**src/hdl/rrts_pkg.sv**
```systemverilog
`timescale 1ns / 1ps
// ----------------------------------------------------------------------------
// rrts_pkg
// Shared types, constants and helpers of the round-robin task slot scheduler.
// ----------------------------------------------------------------------------
package rrts_pkg;

  localparam int NUM_SLOTS = 8;
  localparam int SLOT_W    = (NUM_SLOTS > 1) ? $clog2(NUM_SLOTS) : 1;
  localparam int USED_CW   = $clog2(NUM_SLOTS + 1);

  localparam int KIND_W    = 2;
  localparam int WORD_W    = 32;
  localparam int QUERY_W   = 8;
  localparam int INDEX_W   = 6;
  localparam int STATUS_W  = 2;
  localparam int USED_W    = 7;

  localparam logic [KIND_W-1:0] KIND_SPAWN    = 2'd0;
  localparam logic [KIND_W-1:0] KIND_DISPATCH = 2'd1;
  localparam logic [KIND_W-1:0] KIND_QUERY    = 2'd2;

  typedef logic [SLOT_W-1:0] slot_t;

  typedef enum logic [STATUS_W-1:0] {
    SLOT_FREE    = 2'd0,
    SLOT_READY   = 2'd1,
    SLOT_RUNNING = 2'd2,
    SLOT_DONE    = 2'd3
  } slot_st_t;

  typedef enum logic [1:0] {
    S_IDLE,
    S_SPAWN,
    S_DISP,
    S_QUERY
  } fsm_t;

  // write request into the slot table, applied at the scan pointer
  typedef struct packed {
    logic              st_we;
    slot_st_t          st;
    logic              data_we;
    logic [WORD_W-1:0] entry;
    logic [WORD_W-1:0] ctx;
  } tbl_wr_t;

  // command to the scan unit
  typedef struct packed {
    logic  load;
    logic  step;
    logic  spawn_mode;
    slot_t start;
  } scan_cmd_t;

  // status from the scan unit
  typedef struct packed {
    slot_t ptr;
    logic  hit;
    logic  last;
  } scan_stat_t;

  function automatic slot_t next_slot(input slot_t s);
    next_slot = (s == slot_t'(NUM_SLOTS - 1)) ? '0 : slot_t'(s + 1'b1);
  endfunction

endpackage

```
**src/hdl/rrts_slot_table.sv**
```systemverilog
`timescale 1ns / 1ps
// ----------------------------------------------------------------------------
// rrts_slot_table
// Slot state, entry handle and context storage, one read/write port.
// ----------------------------------------------------------------------------
module rrts_slot_table
  import rrts_pkg::*;
(
  input  logic              clk,
  input  logic              rst_n,
  input  slot_t             addr,
  input  tbl_wr_t           wr,
  output slot_st_t          rd_state,
  output logic [WORD_W-1:0] rd_entry,
  output logic [WORD_W-1:0] rd_ctx
);

  slot_st_t          state_r [NUM_SLOTS];
  logic [WORD_W-1:0] entry_r [NUM_SLOTS];
  logic [WORD_W-1:0] ctx_r   [NUM_SLOTS];

  always_ff @(posedge clk) begin
    if (!rst_n) begin
      for (int i = 0; i < NUM_SLOTS; i++) begin
        state_r[i] <= SLOT_FREE;
      end
    end else if (wr.st_we) begin
      state_r[addr] <= wr.st;
    end
  end

  always_ff @(posedge clk) begin
    if (wr.data_we) begin
      entry_r[addr] <= wr.entry;
      ctx_r[addr]   <= wr.ctx;
    end
  end

  assign rd_state = state_r[addr];
  assign rd_entry = entry_r[addr];
  assign rd_ctx   = ctx_r[addr];

endmodule

```
**src/hdl/rrts_scan_unit.sv**
```systemverilog
`timescale 1ns / 1ps
// ----------------------------------------------------------------------------
// rrts_scan_unit
// Wrapping slot pointer, step counter and the shared slot state compare.
// ----------------------------------------------------------------------------
module rrts_scan_unit
  import rrts_pkg::*;
(
  input  logic       clk,
  input  logic       rst_n,
  input  scan_cmd_t  cmd,
  input  slot_st_t   cur_state,
  output scan_stat_t stat
);

  slot_t ptr_r, ptr_nxt;
  slot_t cnt_r, cnt_nxt;

  always_comb begin
    ptr_nxt = ptr_r;
    cnt_nxt = cnt_r;
    if (cmd.load) begin
      ptr_nxt = cmd.start;
      cnt_nxt = '0;
    end else if (cmd.step) begin
      ptr_nxt = next_slot(ptr_r);
      cnt_nxt = slot_t'(cnt_r + 1'b1);
    end
  end

  always_ff @(posedge clk) begin
    if (!rst_n) begin
      ptr_r <= '0;
      cnt_r <= '0;
    end else begin
      ptr_r <= ptr_nxt;
      cnt_r <= cnt_nxt;
    end
  end

  assign stat.ptr  = ptr_r;
  // spawn takes a free or done slot, dispatch a ready one
  assign stat.hit  = cmd.spawn_mode ? (cur_state == SLOT_FREE || cur_state == SLOT_DONE)
                                    : (cur_state == SLOT_READY);
  assign stat.last = (cnt_r == slot_t'(NUM_SLOTS - 1));

endmodule

```
**src/hdl/round_robin_task_slot_scheduler_top.sv**
```systemverilog
`timescale 1ns / 1ps
// ----------------------------------------------------------------------------
// round_robin_task_slot_scheduler_top
// Task slot table with lowest-slot spawn, round-robin dispatch and query.
// ----------------------------------------------------------------------------
// Channel   Direction  Handshake              Payload
// in_*      input      in_valid / in_ready    kind, entry_handle, context_word,
//                                             slot_query
// out_*     output     out_valid / out_ready  ok, slot_index, task_entry,
//                                             task_context, slot_status,
//                                             used_count
//
// One transaction at a time; in_ready is low from acceptance until the result
// is taken. Spawn and dispatch walk the table one slot a cycle through the
// scan unit. Query reads the slot in S_QUERY; a refused spawn (zero handle)
// and an unused kind load the result directly. The result then waits in
// the output register until out_ready. Synchronous reset frees all slots.
// ----------------------------------------------------------------------------
module round_robin_task_slot_scheduler_top
  import rrts_pkg::*;
(
  input  logic                clk,
  input  logic                rst_n,
  input  logic                in_valid,
  output logic                in_ready,
  input  logic [KIND_W-1:0]   in_kind,
  input  logic [WORD_W-1:0]   in_entry_handle,
  input  logic [WORD_W-1:0]   in_context_word,
  input  logic [QUERY_W-1:0]  in_slot_query,
  output logic                out_valid,
  input  logic                out_ready,
  output logic                out_ok,
  output logic [INDEX_W-1:0]  out_slot_index,
  output logic [WORD_W-1:0]   out_task_entry,
  output logic [WORD_W-1:0]   out_task_context,
  output logic [STATUS_W-1:0] out_slot_status,
  output logic [USED_W-1:0]   out_used_count
);

  fsm_t               state_r, state_nxt;
  slot_t              last_r, last_nxt;
  logic [USED_CW-1:0] used_r, used_nxt;
  logic [WORD_W-1:0]  hdl_r, ctx_r;
  logic               qin_range_r;

  logic               out_valid_r, out_valid_nxt;
  logic               ok_r;
  logic [INDEX_W-1:0] idx_r;
  logic [WORD_W-1:0]  ent_r, cx_r;
  slot_st_t           status_r;
  logic [USED_W-1:0]  out_used_r;

  logic               res_load, res_ok;
  logic [INDEX_W-1:0] res_idx;
  logic [WORD_W-1:0]  res_ent, res_ctx;
  slot_st_t           res_status;

  logic               accept;
  tbl_wr_t            wr;
  scan_cmd_t          cmd;
  scan_stat_t         stat;
  slot_st_t           rd_state;
  logic [WORD_W-1:0]  rd_entry, rd_ctx;

  assign in_ready = (state_r == S_IDLE) && !out_valid_r;
  assign accept   = in_valid && in_ready;

  rrts_slot_table u_table (
    .clk      (clk),
    .rst_n    (rst_n),
    .addr     (stat.ptr),
    .wr       (wr),
    .rd_state (rd_state),
    .rd_entry (rd_entry),
    .rd_ctx   (rd_ctx)
  );

  rrts_scan_unit u_scan (
    .clk       (clk),
    .rst_n     (rst_n),
    .cmd       (cmd),
    .cur_state (rd_state),
    .stat      (stat)
  );

  always_comb begin
    state_nxt      = state_r;
    last_nxt       = last_r;
    used_nxt       = used_r;
    cmd.load       = 1'b0;
    cmd.step       = 1'b0;
    cmd.spawn_mode = (state_r == S_SPAWN);
    cmd.start      = '0;
    wr.st_we       = 1'b0;
    wr.st          = SLOT_READY;
    wr.data_we     = 1'b0;
    wr.entry       = hdl_r;
    wr.ctx         = ctx_r;
    res_load       = 1'b0;
    res_ok         = 1'b0;
    res_idx        = '0;
    res_ent        = '0;
    res_ctx        = '0;
    res_status     = SLOT_FREE;

    case (state_r)
      S_IDLE: begin
        if (accept) begin
          case (in_kind)
            KIND_SPAWN: begin
              if (in_entry_handle != '0) begin
                cmd.load  = 1'b1;
                cmd.start = '0;
                state_nxt = S_SPAWN;
              end else begin
                res_load = 1'b1;
              end
            end
            KIND_DISPATCH: begin
              cmd.load  = 1'b1;
              cmd.start = next_slot(last_r);
              state_nxt = S_DISP;
            end
            KIND_QUERY: begin
              cmd.load  = 1'b1;
              cmd.start = in_slot_query[SLOT_W-1:0];
              state_nxt = S_QUERY;
            end
            default: begin
              res_load = 1'b1;
            end
          endcase
        end
      end
      S_SPAWN: begin
        if (stat.hit) begin
          wr.st_we   = 1'b1;
          wr.st      = SLOT_READY;
          wr.data_we = 1'b1;
          if (rd_state == SLOT_FREE) begin
            used_nxt = USED_CW'(used_r + 1'b1);
          end
          res_load  = 1'b1;
          res_ok    = 1'b1;
          res_idx   = INDEX_W'(stat.ptr);
          state_nxt = S_IDLE;
        end else if (stat.last) begin
          res_load  = 1'b1;
          state_nxt = S_IDLE;
        end else begin
          cmd.step = 1'b1;
        end
      end
      S_DISP: begin
        if (stat.hit) begin
          wr.st_we  = 1'b1;
          wr.st     = SLOT_DONE;
          last_nxt  = stat.ptr;
          res_load  = 1'b1;
          res_ok    = 1'b1;
          res_idx   = INDEX_W'(stat.ptr);
          res_ent   = rd_entry;
          res_ctx   = rd_ctx;
          state_nxt = S_IDLE;
        end else if (stat.last) begin
          res_load  = 1'b1;
          state_nxt = S_IDLE;
        end else begin
          cmd.step = 1'b1;
        end
      end
      S_QUERY: begin
        res_load   = 1'b1;
        res_status = qin_range_r ? rd_state : SLOT_FREE;
        state_nxt  = S_IDLE;
      end
      default: begin
        state_nxt = S_IDLE;
      end
    endcase
  end

  always_comb begin
    out_valid_nxt = out_valid_r;
    if (res_load) begin
      out_valid_nxt = 1'b1;
    end else if (out_ready) begin
      out_valid_nxt = 1'b0;
    end
  end

  always_ff @(posedge clk) begin
    if (!rst_n) begin
      state_r     <= S_IDLE;
      last_r      <= slot_t'(NUM_SLOTS - 1);
      used_r      <= '0;
      out_valid_r <= 1'b0;
    end else begin
      state_r     <= state_nxt;
      last_r      <= last_nxt;
      used_r      <= used_nxt;
      out_valid_r <= out_valid_nxt;
    end
  end

  // hold the transaction payload for the scan
  always_ff @(posedge clk) begin
    if (accept) begin
      hdl_r       <= in_entry_handle;
      ctx_r       <= in_context_word;
      qin_range_r <= (in_slot_query < QUERY_W'(NUM_SLOTS));
    end
  end

  always_ff @(posedge clk) begin
    if (res_load) begin
      ok_r       <= res_ok;
      idx_r      <= res_idx;
      ent_r      <= res_ent;
      cx_r       <= res_ctx;
      status_r   <= res_status;
      out_used_r <= USED_W'(used_nxt);
    end
  end

  assign out_valid        = out_valid_r;
  assign out_ok           = ok_r;
  assign out_slot_index   = idx_r;
  assign out_task_entry   = ent_r;
  assign out_task_context = cx_r;
  assign out_slot_status  = status_r;
  assign out_used_count   = out_used_r;

endmodule

```
**config.mk**
```make
export PLATFORM = sky130hd
export DESIGN_NAME = round_robin_task_slot_scheduler_top
export DESIGN_NICKNAME = d
export VERILOG_FILES = /design/src/hdl/rrts_pkg.sv /design/src/hdl/rrts_slot_table.sv /design/src/hdl/rrts_scan_unit.sv /design/src/hdl/round_robin_task_slot_scheduler_top.sv
export SDC_FILE = /design/constraint.sdc
export NUM_CORES = 1
export LEC_CHECK = 0
export ABC_CLOCK_PERIOD_IN_PS = 12700
export BUFFER_PORTS_ARGS = -buffer_cell sky130_fd_sc_hd__buf_2
export CAP_MARGIN = 30
export CORE_ASPECT_RATIO = 0.5
export CORE_MARGIN = 8
export CORE_UTILIZATION = 40
export CTS_BUF_LIST = sky130_fd_sc_hd__clkbuf_8 sky130_fd_sc_hd__clkbuf_16
export DETAILED_ROUTE_END_ITERATION = 8
export SETUP_SLACK_MARGIN = 0.02
export SLEW_MARGIN = 20
export SYNTH_ARGS = -nofsm -noshare
export SYNTH_HDL_FRONTEND = slang
export SYNTH_SLANG_ARGS = --single-unit
```
**constraint.sdc**
```tcl
create_clock -name clk -period 12.7 [get_ports clk]
set_clock_uncertainty 0.1 [all_clocks]
set_input_delay 1.905 -clock clk [delete_from_list [all_inputs] [get_ports clk]]
set_output_delay 1.905 -clock clk [all_outputs]
set_load 0.01 [all_outputs]
```
==> metrics.txt <==
Critical Path Stages=7; number of synthesized flops with an enable pin=659; CP bufs+invs=2; number of max-cap violations=0; Top FF cell, synth=edfxtp_1; most frequent cells after synthesis=edfxtp_1 (659), a22oi_1 (178), a22o_1 (35), a31oi_1 (35), buf_2 (35); RSZ-0062 raised after global routing=no; Area contributors post-synth=edfxtp_1 (79%), a22oi_1 (5.4%), dfxtp_1 (2.2%), a22o_1 (1.2%), a41oi_2 (0.98%); clock-pin slew on the worst setup and hold paths=0.06 ns; Die X=369.0 µm; setup TNS=0 ns; Leak=9.121 nW; GRT busiest layer=met2; final total power=5.537 mW; Final setup viols=0; 1st-iter DRT viols=1054; Slew @ Worst Pin=0.9728 ns; worst setup margin=8.258 ns; Worst Path Arrival=4.55 ns; fillers=5165; DRC errors left=0; cell row count=64; pwr dens=193.8 mW/mm²; top-area cell type share of the netlist area=79.42%; Async S/R FF share, synth=0%; crit-path max FO=44; clock root buffer=clkbuf_16; final hold viol count=0; Reg2Reg Depth=8; fin cells=2321; Core ar.=0.06134 mm²; initial antenna violation count=1; CP Cell Sequence=buf_2 > nor4_1 > nand4_1 > nor3_1 > o21a_1 > o21bai_4 > buf_4; count leader, synth=edfxtp_1; slowest stage delay, CP=0.70 ns; gr ovfl total=0; routing usage on met2=29.40%; Pins Over Slew Limit=0; cts repair resizes=0; CTS tree=yes; post-CTS setup repair buffer count=0; vias=12940; final WL=59.32 mm; crit-path leading delay family=simple AND/OR/NAND/NOR gates; r2r endpoint=u_table.ctx_r[0][0]; Yosys reg bits=686; met1 Use GR=20.38%; detailed placement HPWL=31.96 mm; clk sinks=686; Final GP Congestion=0.7462; synth warn=0; vias in the first global route=13560; Post-Syn Area per Cell=19.57 µm²; worst hold path class=reg2reg; Num CTS Buffers=60; IO Pins=160; Tot GR Track Use=16.20%; status=complete, no violations; CTS H-tree depth=2; ratio of cells with drive above 1 in the final layout=22.66%; met3 usage=2.680%; Post-DRT Antenna Nets=0; ant diodes=0; peak supply drop=0.0001155 V; count of input and output buffers=153; Die Ht=192.5 µm; first-pass GRT wire length=87.15 mm; Period minus WS final=4.442 ns; Slowest cell on crit path=buf_4; DR vias/cell=5.573; largest area contributor in the netlist=edfxtp_1; multi-input logic area=0.004158 mm²; final net count=1544; 1st-pass router iterations=5; critical path launch point=in_entry_handle[1]; Clock Tree Buf Depth=3; sequential share of the synthesized area=81.59%; Post-Syn Area=0.02492 mm²; Sequential cell area=0.02033 mm²; Netlist cell types=60; Startpoint Class=primary input; Core Util, Final=46.59%; Initial Util=40.62%; Slew HR=34.99%; die area=0.07102 mm²; Synth-to-Final Area Change=14.68%; cell total after placement=2206; hold_buf cts=0; pin count of the biggest net entering global routing=56; final period utilization=34.97%; Reg2Reg Setup Slack=8.42 ns; Setup crit end=out_task_context[23]; Cells after Synth=1273; Skew-Pair Late Insertion Delay=0.59 ns; f_max=225.1 MHz; CP endpoint kind=flop; Place WS=7.719 ns; drt wl/cell=25.56 µm; critical setup path kind=in2reg; Crit path required time=12.81 ns
[worst min-delay path, cell delays in order (launching register included)]
cell and delay [ns]:
dfxtp_1 0.32, nand2_1 0.05, o21ai_0 0.05
[power breakdown]
| group | leakage [nW] | internal (mW) | switching (mW) |
|---|---|---|---|
| sequential | 6.23 | 2.81 | 0.170 |
| combinational | 1.91 | 0.266 | 0.549 |
| clock | 0.974 | 0.972 | 0.774 |
[per-layer routing]
layer | wire length (µm) | vias up
met1 | 23900 | 6746
li1 | - | 5672
met2 | 30870 | 443
met4 | 1028 | 0
met5 | 0 | -
met3 | 3519 | 74
[cells in the final DEF (no fill, tap or decap), drive strengths merged, types with 9 or more instances in the layout]
master,count
a221oi,35
a22o,35
a22oi,188
a31oi,35
a41oi,29
buf,186
clkbuf,62
clkinv,28
dfxtp,27
edfxtp,659
ha,19
inv,21
mux2i,9
nand2,23
nor2,29
o21ai,18
[kinds of logic after synthesis]
group | synth area share, %
buffers and inverters | 2.139
adders and majority gates | 0.9541
AOI/OAI and AO/OA | 11.88
other | 0.01505
xor gates and xnor gates | 0.1406
muxes | 0.7683
DFF | 81.59
and+or+nand+nor | 2.516
[how the worst min path moves through the flow]
stage	startpoint	endpoint	slack, ns	cells after the start
floorplan	u_table.state_r[5][0]	u_table.state_r[5][0]	0.32	2
global placement	u_table.state_r[0][0]	u_table.state_r[0][0]	0.34	2
detailed placement	u_table.state_r[0][0]	u_table.state_r[0][0]	0.35	2
CTS	u_table.state_r[0][0]	u_table.state_r[0][0]	0.36	2
global route	u_table.state_r[7][0]	u_table.state_r[7][0]	0.40	2
finish	u_table.state_r[0][0]	u_table.state_r[0][0]	0.36	2
[state kept, by name, summed over array words and instances, names as in the netlist, 2 cells and up, named ones only]
name              count
out_task_entry       32
u_scan.ptr_r          3
out_task_context     32
used_r                4
hdl_r                32
state_r               2
out_slot_index        3
u_table.state_r      16
u_scan.cnt_r          3
u_table.entry_r     256
out_slot_status       2
last_r                3
out_used_count        4
u_table.ctx_r       256
ctx_r                32
[area by class of cell]
cell class,count,share of cell area [%]
flip-flops and latches,686,71.14
multi-input cells,506,14.55
well taps,825,3.612
clock inverters,49,1.178
clock buffers,62,5.390
repair buffers,186,4.033
inverters,7,0.09195
[through the flow]
| step | instance area (µm²) | hold WS, ns |
|---|---|---|
| 2_1_floorplan | 24940 | 0.3198 |
| 6_report | 28570 | 0.3578 |
| 4_1_cts | 28500 | 0.3637 |
| 5_1_grt | 28570 | 0.3965 |
| 3_3_place_gp | 26480 | 0.3436 |
| 3_5_place_dp | 26620 | 0.3464 |
No activity file was read; power rests on OpenSTA's default activity.
